[src/sv/sda_pkg.sv]
package sda_pkg;

  localparam int NUM_DOMAINS = 4;
  localparam int DOM_W       = (NUM_DOMAINS > 1) ? $clog2(NUM_DOMAINS) : 1;
  localparam int CNT_W       = $clog2(NUM_DOMAINS + 1);

  localparam int QDEPTH  = 2;
  localparam int QPTR_W  = (QDEPTH > 1) ? $clog2(QDEPTH) : 1;
  localparam int QCNT_W  = $clog2(QDEPTH + 1);

  localparam logic [31:0] DECAY_RESET    = 32'd60;
  localparam logic [1:0]  CORR_SEV_RESET = 2'd2;
  localparam logic [3:0]  CORR_CNT_RESET = 4'd2;

  typedef enum logic [1:0] {
    KIND_REPORT = 2'd0,
    KIND_TICK   = 2'd1,
    KIND_CLEAR  = 2'd2,
    KIND_NONE   = 2'd3
  } kind_t;

  typedef enum logic [1:0] {
    CFG_DECAY_PERIOD = 2'd0,
    CFG_CORR_SEV     = 2'd1,
    CFG_CORR_CNT     = 2'd2,
    CFG_UNUSED       = 2'd3
  } cfg_idx_t;

  typedef enum logic [1:0] {
    OP_NOP    = 2'd0,
    OP_REPORT = 2'd1,
    OP_TICK   = 2'd2,
    OP_CLEAR  = 2'd3
  } op_t;

  // Classified request handed from the front end to the executor.
  typedef struct packed {
    op_t         op;
    logic        dom_ok;
    logic [2:0]  domain;
    logic [1:0]  severity;
    logic [31:0] time_sec;
  } cmd_t;

endpackage

[src/sv/sda_front.sv]
module sda_front (
  input  logic              clk,
  input  logic              rst_n,
  input  logic              in_valid,
  output logic              in_ready,
  input  logic [1:0]        in_kind,
  input  logic [2:0]        in_domain,
  input  logic [1:0]        in_severity,
  input  logic [31:0]       in_time_sec,
  output logic              cmd_valid,
  input  logic              cmd_ready,
  output sda_pkg::cmd_t     cmd
);

  sda_pkg::cmd_t                 q_r [sda_pkg::QDEPTH];
  logic [sda_pkg::QPTR_W-1:0]    wptr_r, wptr_nxt;
  logic [sda_pkg::QPTR_W-1:0]    rptr_r, rptr_nxt;
  logic [sda_pkg::QCNT_W-1:0]    cnt_r, cnt_nxt;
  sda_pkg::cmd_t                 cls;
  logic                          push, pop;

  always_comb begin
    cls.dom_ok   = ({1'b0, in_domain} < 4'(sda_pkg::NUM_DOMAINS));
    cls.domain   = in_domain;
    cls.severity = in_severity;
    cls.time_sec = in_time_sec;
    case (sda_pkg::kind_t'(in_kind))
      sda_pkg::KIND_REPORT: cls.op = cls.dom_ok ? sda_pkg::OP_REPORT : sda_pkg::OP_NOP;
      sda_pkg::KIND_TICK:   cls.op = sda_pkg::OP_TICK;
      sda_pkg::KIND_CLEAR:  cls.op = sda_pkg::OP_CLEAR;
      default:              cls.op = sda_pkg::OP_NOP;
    endcase
  end

  assign in_ready  = (cnt_r != sda_pkg::QCNT_W'(sda_pkg::QDEPTH));
  assign cmd_valid = (cnt_r != '0);
  assign cmd       = q_r[rptr_r];
  assign push      = in_valid && in_ready;
  assign pop       = cmd_valid && cmd_ready;

  always_comb begin
    wptr_nxt = wptr_r;
    rptr_nxt = rptr_r;
    cnt_nxt  = cnt_r;
    if (push) begin
      wptr_nxt = (wptr_r == sda_pkg::QPTR_W'(sda_pkg::QDEPTH - 1)) ? '0 : wptr_r + 1'b1;
    end
    if (pop) begin
      rptr_nxt = (rptr_r == sda_pkg::QPTR_W'(sda_pkg::QDEPTH - 1)) ? '0 : rptr_r + 1'b1;
    end
    if (push && !pop) begin
      cnt_nxt = cnt_r + 1'b1;
    end else if (pop && !push) begin
      cnt_nxt = cnt_r - 1'b1;
    end
  end

  always_ff @(posedge clk) begin
    if (!rst_n) begin
      wptr_r <= '0;
      rptr_r <= '0;
      cnt_r  <= '0;
    end else begin
      wptr_r <= wptr_nxt;
      rptr_r <= rptr_nxt;
      cnt_r  <= cnt_nxt;
    end
  end

  always_ff @(posedge clk) begin
    if (push) begin
      q_r[wptr_r] <= cls;
    end
  end

endmodule

[src/sv/sda_back.sv]
module sda_back (
  input  logic              clk,
  input  logic              rst_n,
  input  logic              cmd_valid,
  output logic              cmd_ready,
  input  sda_pkg::cmd_t     cmd,
  input  logic              cfg_we,
  input  logic [1:0]        cfg_index,
  input  logic [31:0]       cfg_wdata,
  output logic              out_valid,
  input  logic              out_ready,
  output logic [1:0]        out_threat_level,
  output logic [2:0]        out_dominant_domain,
  output logic [7:0]        out_active_mask,
  output logic [1:0]        out_domain_level
);

  typedef enum logic [4:0] {
    S_IDLE = 5'b00001,
    S_ELAP = 5'b00010,
    S_CMP  = 5'b00100,
    S_UPD  = 5'b01000,
    S_SUM  = 5'b10000
  } state_t;

  localparam int N = sda_pkg::NUM_DOMAINS;

  state_t                      state_r, state_nxt;
  logic [1:0]                  sev_r  [N];
  logic [31:0]                 time_r [N];
  logic [sda_pkg::DOM_W-1:0]   idx_r;
  logic [sda_pkg::DOM_W-1:0]   rd_idx_r;
  logic                        rd_ok_r;
  logic [31:0]                 now_r;
  logic [31:0]                 elapsed_r;
  logic                        act_r;
  logic [1:0]                  step_r;
  logic [31:0]                 adv_r;

  logic [31:0]                 period_r;
  logic [32:0]                 period2_r;
  logic [33:0]                 period3_r;
  logic [1:0]                  corr_sev_r;
  logic [3:0]                  corr_cnt_r;

  logic                        out_valid_r;
  logic [1:0]                  lvl_r;
  logic [2:0]                  best_r;
  logic [7:0]                  mask_r;
  logic [1:0]                  dlev_r;

  logic                        ge1, ge2, ge3;
  logic [1:0]                  step_nxt;
  logic                        out_load;
  logic [1:0]                  max_sev;
  logic [sda_pkg::DOM_W-1:0]   best;
  logic [sda_pkg::CNT_W-1:0]   corr;
  logic [7:0]                  mask;
  logic [1:0]                  lvl;
  logic                        last_dom;

  assign cmd_ready = (state_r == S_IDLE);
  assign out_load  = (state_r == S_SUM) && (!out_valid_r || out_ready);
  assign last_dom  = (idx_r == sda_pkg::DOM_W'(N - 1));

  // Configuration; twice and three times the period are kept for the decay compare.
  always_ff @(posedge clk) begin
    if (!rst_n) begin
      period_r   <= sda_pkg::DECAY_RESET;
      period2_r  <= {sda_pkg::DECAY_RESET, 1'b0};
      period3_r  <= {2'b00, sda_pkg::DECAY_RESET} + {1'b0, sda_pkg::DECAY_RESET, 1'b0};
      corr_sev_r <= sda_pkg::CORR_SEV_RESET;
      corr_cnt_r <= sda_pkg::CORR_CNT_RESET;
    end else if (cfg_we) begin
      case (sda_pkg::cfg_idx_t'(cfg_index))
        sda_pkg::CFG_DECAY_PERIOD: begin
          period_r  <= cfg_wdata;
          period2_r <= {cfg_wdata, 1'b0};
          period3_r <= {2'b00, cfg_wdata} + {1'b0, cfg_wdata, 1'b0};
        end
        sda_pkg::CFG_CORR_SEV: corr_sev_r <= cfg_wdata[1:0];
        sda_pkg::CFG_CORR_CNT: corr_cnt_r <= cfg_wdata[3:0];
        default: ;
      endcase
    end
  end

  always_comb begin
    state_nxt = state_r;
    case (state_r)
      S_IDLE: begin
        if (cmd_valid) begin
          state_nxt = (cmd.op == sda_pkg::OP_TICK) ? S_ELAP : S_SUM;
        end
      end
      S_ELAP:  state_nxt = S_CMP;
      S_CMP:   state_nxt = S_UPD;
      S_UPD:   state_nxt = last_dom ? S_SUM : S_ELAP;
      S_SUM:   state_nxt = out_load ? S_IDLE : S_SUM;
      default: state_nxt = S_IDLE;
    endcase
  end

  // Whole decay periods elapsed, saturated at three since severity never exceeds it.
  always_comb begin
    ge1 = (elapsed_r >= period_r);
    ge2 = ({1'b0, elapsed_r} >= period2_r);
    ge3 = ({2'b00, elapsed_r} >= period3_r);
    if (ge3) begin
      step_nxt = 2'd3;
    end else if (ge2) begin
      step_nxt = 2'd2;
    end else if (ge1) begin
      step_nxt = 2'd1;
    end else begin
      step_nxt = 2'd0;
    end
  end

  always_ff @(posedge clk) begin
    if (!rst_n) begin
      state_r <= S_IDLE;
      for (int i = 0; i < N; i++) begin
        sev_r[i]  <= '0;
        time_r[i] <= '0;
      end
    end else begin
      state_r <= state_nxt;
      if (state_r == S_IDLE && cmd_valid) begin
        if (cmd.op == sda_pkg::OP_REPORT) begin
          sev_r[cmd.domain[sda_pkg::DOM_W-1:0]]  <= cmd.severity;
          time_r[cmd.domain[sda_pkg::DOM_W-1:0]] <= cmd.time_sec;
        end else if (cmd.op == sda_pkg::OP_CLEAR) begin
          for (int i = 0; i < N; i++) begin
            sev_r[i]  <= '0;
            time_r[i] <= '0;
          end
        end
      end
      if (state_r == S_UPD && act_r && step_r != 2'd0) begin
        // Once a domain reaches zero its stored time is never read again.
        sev_r[idx_r]  <= (step_r >= sev_r[idx_r]) ? 2'd0 : sev_r[idx_r] - step_r;
        time_r[idx_r] <= time_r[idx_r] + adv_r;
      end
    end
  end

  always_ff @(posedge clk) begin
    case (state_r)
      S_IDLE: begin
        idx_r    <= '0;
        now_r    <= cmd.time_sec;
        rd_ok_r  <= cmd.dom_ok;
        rd_idx_r <= cmd.domain[sda_pkg::DOM_W-1:0];
      end
      S_ELAP: begin
        elapsed_r <= now_r - time_r[idx_r];
        act_r     <= (sev_r[idx_r] != 2'd0) && (now_r > time_r[idx_r]) && (period_r != '0);
      end
      S_CMP: begin
        step_r <= step_nxt;
        adv_r  <= ge2 ? period2_r[31:0] : period_r;
      end
      S_UPD: begin
        idx_r <= idx_r + 1'b1;
      end
      default: ;
    endcase
  end

  always_comb begin
    max_sev = '0;
    best    = '0;
    corr    = '0;
    mask    = '0;
    for (int i = 0; i < N; i++) begin
      if (sev_r[i] > max_sev) begin
        max_sev = sev_r[i];
        best    = sda_pkg::DOM_W'(i);
      end
      if (sev_r[i] >= corr_sev_r) begin
        corr = corr + 1'b1;
      end
      mask[i] = (sev_r[i] != 2'd0);
    end
    lvl = max_sev;
    if (4'(corr) >= corr_cnt_r && max_sev != 2'd3) begin
      lvl = max_sev + 2'd1;
    end
  end

  always_ff @(posedge clk) begin
    if (!rst_n) begin
      out_valid_r <= 1'b0;
    end else if (out_load) begin
      out_valid_r <= 1'b1;
    end else if (out_ready) begin
      out_valid_r <= 1'b0;
    end
  end

  always_ff @(posedge clk) begin
    if (out_load) begin
      lvl_r  <= lvl;
      best_r <= 3'(best);
      mask_r <= mask;
      dlev_r <= rd_ok_r ? sev_r[rd_idx_r] : 2'd0;
    end
  end

  assign out_valid           = out_valid_r;
  assign out_threat_level    = lvl_r;
  assign out_dominant_domain = best_r;
  assign out_active_mask     = mask_r;
  assign out_domain_level    = dlev_r;

endmodule

[src/sv/severity_decay_aggregator_top.sv]
// Severity decay aggregator: tracks a 0..3 severity and a report time per domain.
// Input channel (in_valid/in_ready) carries requests: kind 0 reports a severity
// for one domain, kind 1 is a time tick that decays aged domains, kind 2 clears
// all domains. Every request yields exactly one result on the out_valid/out_ready
// channel: overall threat level, dominant domain, active mask and the addressed
// domain's level. The cfg_we/cfg_index/cfg_wdata port writes decay period,
// correlation severity and correlation count; write only while the block is idle.
// A two-entry queue decouples request intake from the executor.
// Report, clear and unused kinds pass straight to the result register; a tick
// first visits each domain in turn through a subtract, compare and update
// sequence. The executor takes the next request only once it has loaded the
// result of the last one.
// Reset (rst_n low, synchronous) zeroes all domains, empties the queue and loads
// the default configuration. If the receiver holds out_ready low, the result
// stays registered, the executor waits, and in_ready drops once the queue fills.
module severity_decay_aggregator_top (
  input  logic        clk,
  input  logic        rst_n,
  input  logic        in_valid,
  output logic        in_ready,
  input  logic [1:0]  in_kind,
  input  logic [2:0]  in_domain,
  input  logic [1:0]  in_severity,
  input  logic [31:0] in_time_sec,
  output logic        out_valid,
  input  logic        out_ready,
  output logic [1:0]  out_threat_level,
  output logic [2:0]  out_dominant_domain,
  output logic [7:0]  out_active_mask,
  output logic [1:0]  out_domain_level,
  input  logic        cfg_we,
  input  logic [1:0]  cfg_index,
  input  logic [31:0] cfg_wdata
);

  logic          cmd_valid;
  logic          cmd_ready;
  sda_pkg::cmd_t cmd;

  sda_front u_front (
    .clk         (clk),
    .rst_n       (rst_n),
    .in_valid    (in_valid),
    .in_ready    (in_ready),
    .in_kind     (in_kind),
    .in_domain   (in_domain),
    .in_severity (in_severity),
    .in_time_sec (in_time_sec),
    .cmd_valid   (cmd_valid),
    .cmd_ready   (cmd_ready),
    .cmd         (cmd)
  );

  sda_back u_back (
    .clk                 (clk),
    .rst_n               (rst_n),
    .cmd_valid           (cmd_valid),
    .cmd_ready           (cmd_ready),
    .cmd                 (cmd),
    .cfg_we              (cfg_we),
    .cfg_index           (cfg_index),
    .cfg_wdata           (cfg_wdata),
    .out_valid           (out_valid),
    .out_ready           (out_ready),
    .out_threat_level    (out_threat_level),
    .out_dominant_domain (out_dominant_domain),
    .out_active_mask     (out_active_mask),
    .out_domain_level    (out_domain_level)
  );

endmodule
[config.mk]
export PLATFORM = sky130hd
export DESIGN_NAME = severity_decay_aggregator_top
export DESIGN_NICKNAME = d
export VERILOG_FILES = /design/src/sv/sda_pkg.sv /design/src/sv/sda_front.sv /design/src/sv/sda_back.sv /design/src/sv/severity_decay_aggregator_top.sv
export SDC_FILE = /design/constraint.sdc
export NUM_CORES = 1
export LEC_CHECK = 0
export ABC_AREA = 1
export BUFFER_PORTS_ARGS = -buffer_cell sky130_fd_sc_hd__buf_4
export CAP_MARGIN = 10
export CORE_UTILIZATION = 25
export DETAILED_ROUTE_END_ITERATION = 7
export GPL_TIMING_DRIVEN = 1
export SLEW_MARGIN = 20
export SYNTH_ARGS = -nofsm -noshare
export SYNTH_HDL_FRONTEND = slang
export SYNTH_SLANG_ARGS = --single-unit
export TNS_END_PERCENT = 5
[constraint.sdc]
create_clock -name clk -period 3.9 [get_ports clk]
set_clock_uncertainty 0.05 [all_clocks]
set_input_delay 0.39 -clock clk [delete_from_list [all_inputs] [get_ports clk]]
set_output_delay 0.39 -clock clk [all_outputs]
set_load 0.01 [all_outputs]
# Word level (Yosys, flattened, before mapping)
# Memories as Yosys holds them, arrays and structs flattened. A register that Yosys moved wholly into a read port is not among the register bits.
# Index checks and enable logic that the tools add are counted.
[word_totals]
mem_count = 3
inputBits = 78
register_bits = 194
output_inout_bits = 17
elab_cells = 183
ramBits = 216
[op_classes]
n_lt_le_gt_ge = 15
n_addsub = 13
eq_ne = 16
n_mux = 68
reduce_logical = 37
bitwise = 8
[mem_list]
columns = ["name", "depth", "width", "read_ports", "rd_clocked_by_memory_dff", "wr", "line", "rtl"]
rows = [
  ["u_back.time_r", 4, 32, 1, 1, 4, "sda_back.sv:30", "logic [31:0] time_r [N];"],
  ["u_front.q_r", 2, 40, 1, 1, 1, "sda_front.sv:15", "sda_pkg::cmd_t q_r [sda_pkg::QDEPTH];"],
  ["u_back.sev_r", 4, 2, 6, 2, 4, "sda_back.sv:29", "logic [1:0] sev_r [N];"],
]
[op_table]
columns = ["operator", "n"]
rows = [
  ["32-bit 2-to-1 mux", 7],
  ["32-bit OR reduction", 2],
  ["2-bit 2-to-1 mux", 20],
  ["32-bit by 33-bit adder with 34-bit output", 1],
  ["32-bit by 34-bit greater-or-equal comparator with 1-bit output", 1],
  ["32-bit by 33-bit greater-or-equal comparator with 1-bit output", 1],
  ["32-bit adder", 1],
  ["32-bit greater-or-equal comparator", 1],
  ["32-bit greater-than comparator", 1],
  ["32-bit nonzero test", 1],
  ["32-bit subtractor", 1],
  ["1-bit 2-to-1 mux", 31],
  ["5-bit case mux with 5 select lines", 1],
  ["5-bit 2-to-1 mux", 4],
  ["2-bit nonzero test", 10],
  ["2-bit == test (second input constant)", 5],
  ["2-bit greater-or-equal comparator", 5],
  ["1-bit logical AND", 10],
  ["3-bit 2-to-1 mux", 3],
  ["1-bit bitwise OR", 8],
  ["2-bit OR reduction", 4],
  ["2-bit by 1-bit adder with 2-bit output (second input constant)", 3],
  ["3-bit by 1-bit adder with 3-bit output (second input constant)", 2],
  ["2-bit by 1-bit == test with 1-bit output (second input constant)", 3],
  ["other kinds (21)", 31],
]

# Depth between registers and ports, before layout
# An unclocked memory read counts as a cell.
[depth]
depth_word = 12
depth_mapped = 22
mapped_depth_nobuf = 22

# Cells and area by module
# Synthesis repeated with hierarchy kept, for this count alone.
[hier_totals]
hier_cells = 3138
area_unflattened_um2 = 25754.7
[by_module_without_submodules]
columns = ["module", "cells_per_inst", "instances", "area_per_inst_um2", "seq_area_each_um2"]
rows = [
  ["sda_back", 2971, 1, 22580.4, 9088.7],
  ["sda_front", 167, 1, 3174.3, 2502.4],
]

# Worst setup path before layout
# No wires, ideal clock.
[synth_timing]
path_type = "reg-to-reg"
startpoint = "register u_back.state_r[2]"
endpoint = "register u_back.state_r[0]"
required_ps = 3725
path_stages_with_launch = 7
setup_ps = 125
period_less_slack_ps = 3486
path_buffers = 0
arrival_ps = 3311
setup_slack_ps = 414
cell_sequence = "dfxtp_1 > nor2_4 > nand2_1 > nor3_1 > nor3_1 > a211oi_1 > nand2_1"
[synth_between]
elab_chain_cells = 4
word_cells_on_any_way = 9
cone_classes = "eq/ne: 6; mux: 2; reduce/logical: 1"
[synth_lines]
columns = ["item", "line", "rtl"]
rows = [
  ["start, declared", "sda_back.sv:28", "state_t state_r, state_nxt;"],
  ["start signal, assigned", "sda_back.sv:128", "state_r <= state_nxt;"],
  ["5-bit == test", "sda_back.sv:63, sda_back.sv:90", ""],
  ["1-bit logical AND", "sda_back.sv:63", "assign out_load = (state_r == S_SUM) && (!out_valid_r || out_ready);"],
  ["5-bit 2-to-1 mux", "sda_back.sv:99", "S_SUM: state_nxt = out_load ? S_IDLE : S_SUM;"],
  ["5-bit case mux with 5 select lines", "sda_back.sv:90", "case (state_r)"],
]
# Parallel ways exist; a longest one is shown, timed or not.
# A chain may end at the register's enable or synchronous reset.

==> out/results.ini <==
[outcome]
status = completed

[floorplanning]
die_w_um = 323
num_io_pins = 95
design.die.area_um2 = 104000
initial_core_util_pct = 25.3
std_cell_rows = 117
floorplan.core_area_um2 = 102000
die_h_um = 323

[grt]
grt_max_degree = 61
grt_first_pass_wirelength_mm = 114
gr-usage-all-layers_pct = 14.1
first_global_vias = 20034
number_of_antenna_violations_at_the_first_check_in_global_routing = 1
global_route.overflow_total = 0

[sta]
rsz0062_at_grt = no
hold_violations = 0
timing.final.setup_violations = 0
timing.final.crit_share_pct = 90.6
post_route_hold_slack_ps = 45.9
report.final.slew_viol_count = 0
fmax_ghz = 0.283
timing.final.crit_period_ps = 3530
maxSlewHeadroom_pct = 24.4
max_slew.worst_pin.slew_ps = 1120
totalNegativeSetupSlack_ps = 0

[setup_path]
r2r_slack_ps = 370
worst-r2r-cell-count = 18
crit-reg2reg-launch = u_back.sev_r[0][0]
worstSetupPathType = reg2reg
cp-start-kind = register
critical_path.max_fanout = 4
setup.worst_path.end_class = register
critical_path_arrival_ps = 3790
crit_required_ps = 4160
crit-reg2reg-capture = u_back.out_threat_level[0]

[worst_hold_path]
hold_path.startpoint = cfg_wdata[5]
min_delay_worst_endpoint = u_back.period2_r[6]
worst_hold_path_type = in2reg
holdPathStages = 3

[logic_synthesis]
yosys_register_bits = 412
syn_avg_cell_area_um2 = 8.08
synth_enable_flop_cells = 328
synth-seq-area-share_pct = 44.8
synth_cell_type_count = 51
synth_top_area_cell = sky130_fd_sc_hd__edfxtp_1
synth.most_common_cell = sky130_fd_sc_hd__nand2_1
ys_dominant_reg_cell = sky130_fd_sc_hd__edfxtp_1
synth_area_leaders = sky130_fd_sc_hd__edfxtp_1, sky130_fd_sc_hd__nand2_1, sky130_fd_sc_hd__ha_1
syn_inst = 3188
synth_largest_type_area_fraction_pct = 38.3
ys_async_sr_fraction_pct = 0
yosys_warnings = 0
mappedNetlistArea_um2 = 25700
cell_types_with_the_highest_counts_after_synthesis = sky130_fd_sc_hd__nand2_1, sky130_fd_sc_hd__inv_1, sky130_fd_sc_hd__edfxtp_1

[routing]
dr_wl_cell_um = 15.6
dr.first_iter.drc_count = 1645
detailedRoute.firstPassIterationCount = 6
antenna_violating_nets_post_route = 0
routed_via_density = 4.51
routed_wl_mm = 73.5
vias = 21285
detail_route.drc_violations = 0

[placed_design]
post_detail_place_hpwl_mm = 57.0
gpl_wtd_cong = 0.937
port_buffers = 89

[flow_run]
drv_cap = 0

[clock_network]
clk_path_buf_depth = 3
cts_root_buf = sky130_fd_sc_hd__clkbuf_16
cts_max_level = 2
clock-sinks = 412
cts_inserted_buffers = 43
cts_setup_buffers = 0
tritoncts = yes
clk_pin_slew_worst_paths_ps = 70
clkLatencyLatePin_ps = 580

[cells_and_area]
finish.net_count = 3621
synthToLayoutAreaGrowth_pct = 16.3
n_fill_cell = 10920
antenna-diode-count = 0
multiInputGateArea_um2 = 11900
register_area_um2 = 11500
post_route_cells_drive_above_1_share_pct = 7.31

[power]
cellPowerDensity_nw_per_um2 = 676
leakagePower_nw = 13.5
ir_worst_vdd_mv = 0.359

[registers in the layout, indices dropped and copies added, names as in the netlist, 4 cells and up, named ones only]
name	flops
u_back.corr_cnt_r	4
u_back.elapsed_r	32
u_back.state_r	5
u_back.time_r	128
u_back.period3_r	34
u_front.q_r	78
u_back.period2_r	31
u_back.sev_r	8
u_back.adv_r	32
u_back.out_active_mask	4
u_back.now_r	32
[power by group]
group	internal [W]	total (W)	switching [W]
sequential	0.00588	0.00619	0.000305
combinational	0.00312	0.00967	0.00655
clock	0.00259	0.00439	0.00180
[routing by layer]
| layer | vias up | track usage [%] | part of all wire (%) |
|---|---|---|---|
| li1 | 10746 | - | - |
| met1 | 9936 | 19.7 | 48 |
| met2 | 509 | 22.7 | 45 |
| met3 | 94 | 1.79 | 5.0 |
| met4 | 0 | 3.69 | 2.2 |
| met5 | - | 0 | 0 |
[cell type report]
class | instances | share of cell area, %
clock inverters | 23 | 1.02
well taps | 1368 | 5.71
clock buffers | 55 | 3.89
repair buffers | 164 | 4.59
inverters | 517 | 6.50
multi-input cells | 2182 | 39.8
flip-flops and latches | 412 | 38.5
[placed cells by master, fill, tap and decap left out, drive strengths merged, types with 7 or more instances in the layout]
cell / n
nand2: 830
clkinv: 16
xor2: 44
edfxtp: 328
dlygate4sd3: 37
inv: 517
o21bai: 16
a32oi: 30
nand4: 30
nor2: 320
nand3: 135
buf: 127
ha: 219
nor3: 24
o211ai: 11
xnor2: 8
dfxtp: 84
o21ai: 204
nor4: 7
bufinv: 7
a21oi: 246
clkbuf: 55
[cells by family (layout without fill, tap and decap cells)]
kind of cell,after synthesis,in the layout,synth area share [%]
simple gates,1361,1361,21.5
mux,10,10,0.418
buf+inv,598,759,9.14
other cells,1,5,0.0146
compound gates,531,531,11.4
xor+xnor,52,52,1.77
fa+ha+maj,223,223,11.0
flops,412,412,44.8
[stage by stage]
stage | power [W] | area [µm²] | worst slack, ps | cells | utilization, %
finish | 0.0202 | 30000 | 367 | 4721 | 29.4
global route | 0.0217 | 30000 | 68.5 | 4721 | 29.4
CTS | 0.0203 | 29900 | 170 | 4721 | 29.4
detailed placement | 0.0158 | 28100 | 196 | 4606 | 27.6
global placement | 0.0158 | 28100 | 178 | 4606 | 27.6
floorplan | 0.0128 | 25800 | 414 | 3192 | -
[worst max-delay path by stage]
stage,end,cells after the start,from,slack [ps]
floorplan,u_back.state_r[0],6,u_back.state_r[2],410
global placement,u_back.out_threat_level[1],19,u_back.sev_r[1][1],180
detailed placement,u_back.out_threat_level[1],19,u_back.sev_r[1][1],200
CTS,u_back.out_threat_level[1],19,u_back.sev_r[1][1],170
global route,u_back.out_threat_level[1],19,u_back.sev_r[1][1],70
finish,u_back.out_threat_level[0],18,u_back.sev_r[0][0],370
[timing repair]
item	CTS	global route
endpoints found under the hold margin	73	0
hold buffers	37	0
resized for setup	0	4
endpoints found under the setup margin	0	2
[critical path: stages (launching register included)]
cell	delay, ps
sky130_fd_sc_hd__edfxtp_1	440
sky130_fd_sc_hd__inv_1	140
sky130_fd_sc_hd__ha_1	240
sky130_fd_sc_hd__nor2_1	120
sky130_fd_sc_hd__inv_1	50
sky130_fd_sc_hd__a21oi_1	220
sky130_fd_sc_hd__inv_1	90
sky130_fd_sc_hd__ha_1	320
sky130_fd_sc_hd__or2_2	300
sky130_fd_sc_hd__nand2_1	100
sky130_fd_sc_hd__inv_1	50
sky130_fd_sc_hd__ha_1	270
sky130_fd_sc_hd__nand2_1	70
sky130_fd_sc_hd__nand2_1	50
sky130_fd_sc_hd__ha_1	260
sky130_fd_sc_hd__o21ai_0	70
sky130_fd_sc_hd__a21boi_0	100
sky130_fd_sc_hd__o21ai_1	240
sky130_fd_sc_hd__xnor2_1	110
Note: power is estimated with default switching activity, not from simulation.
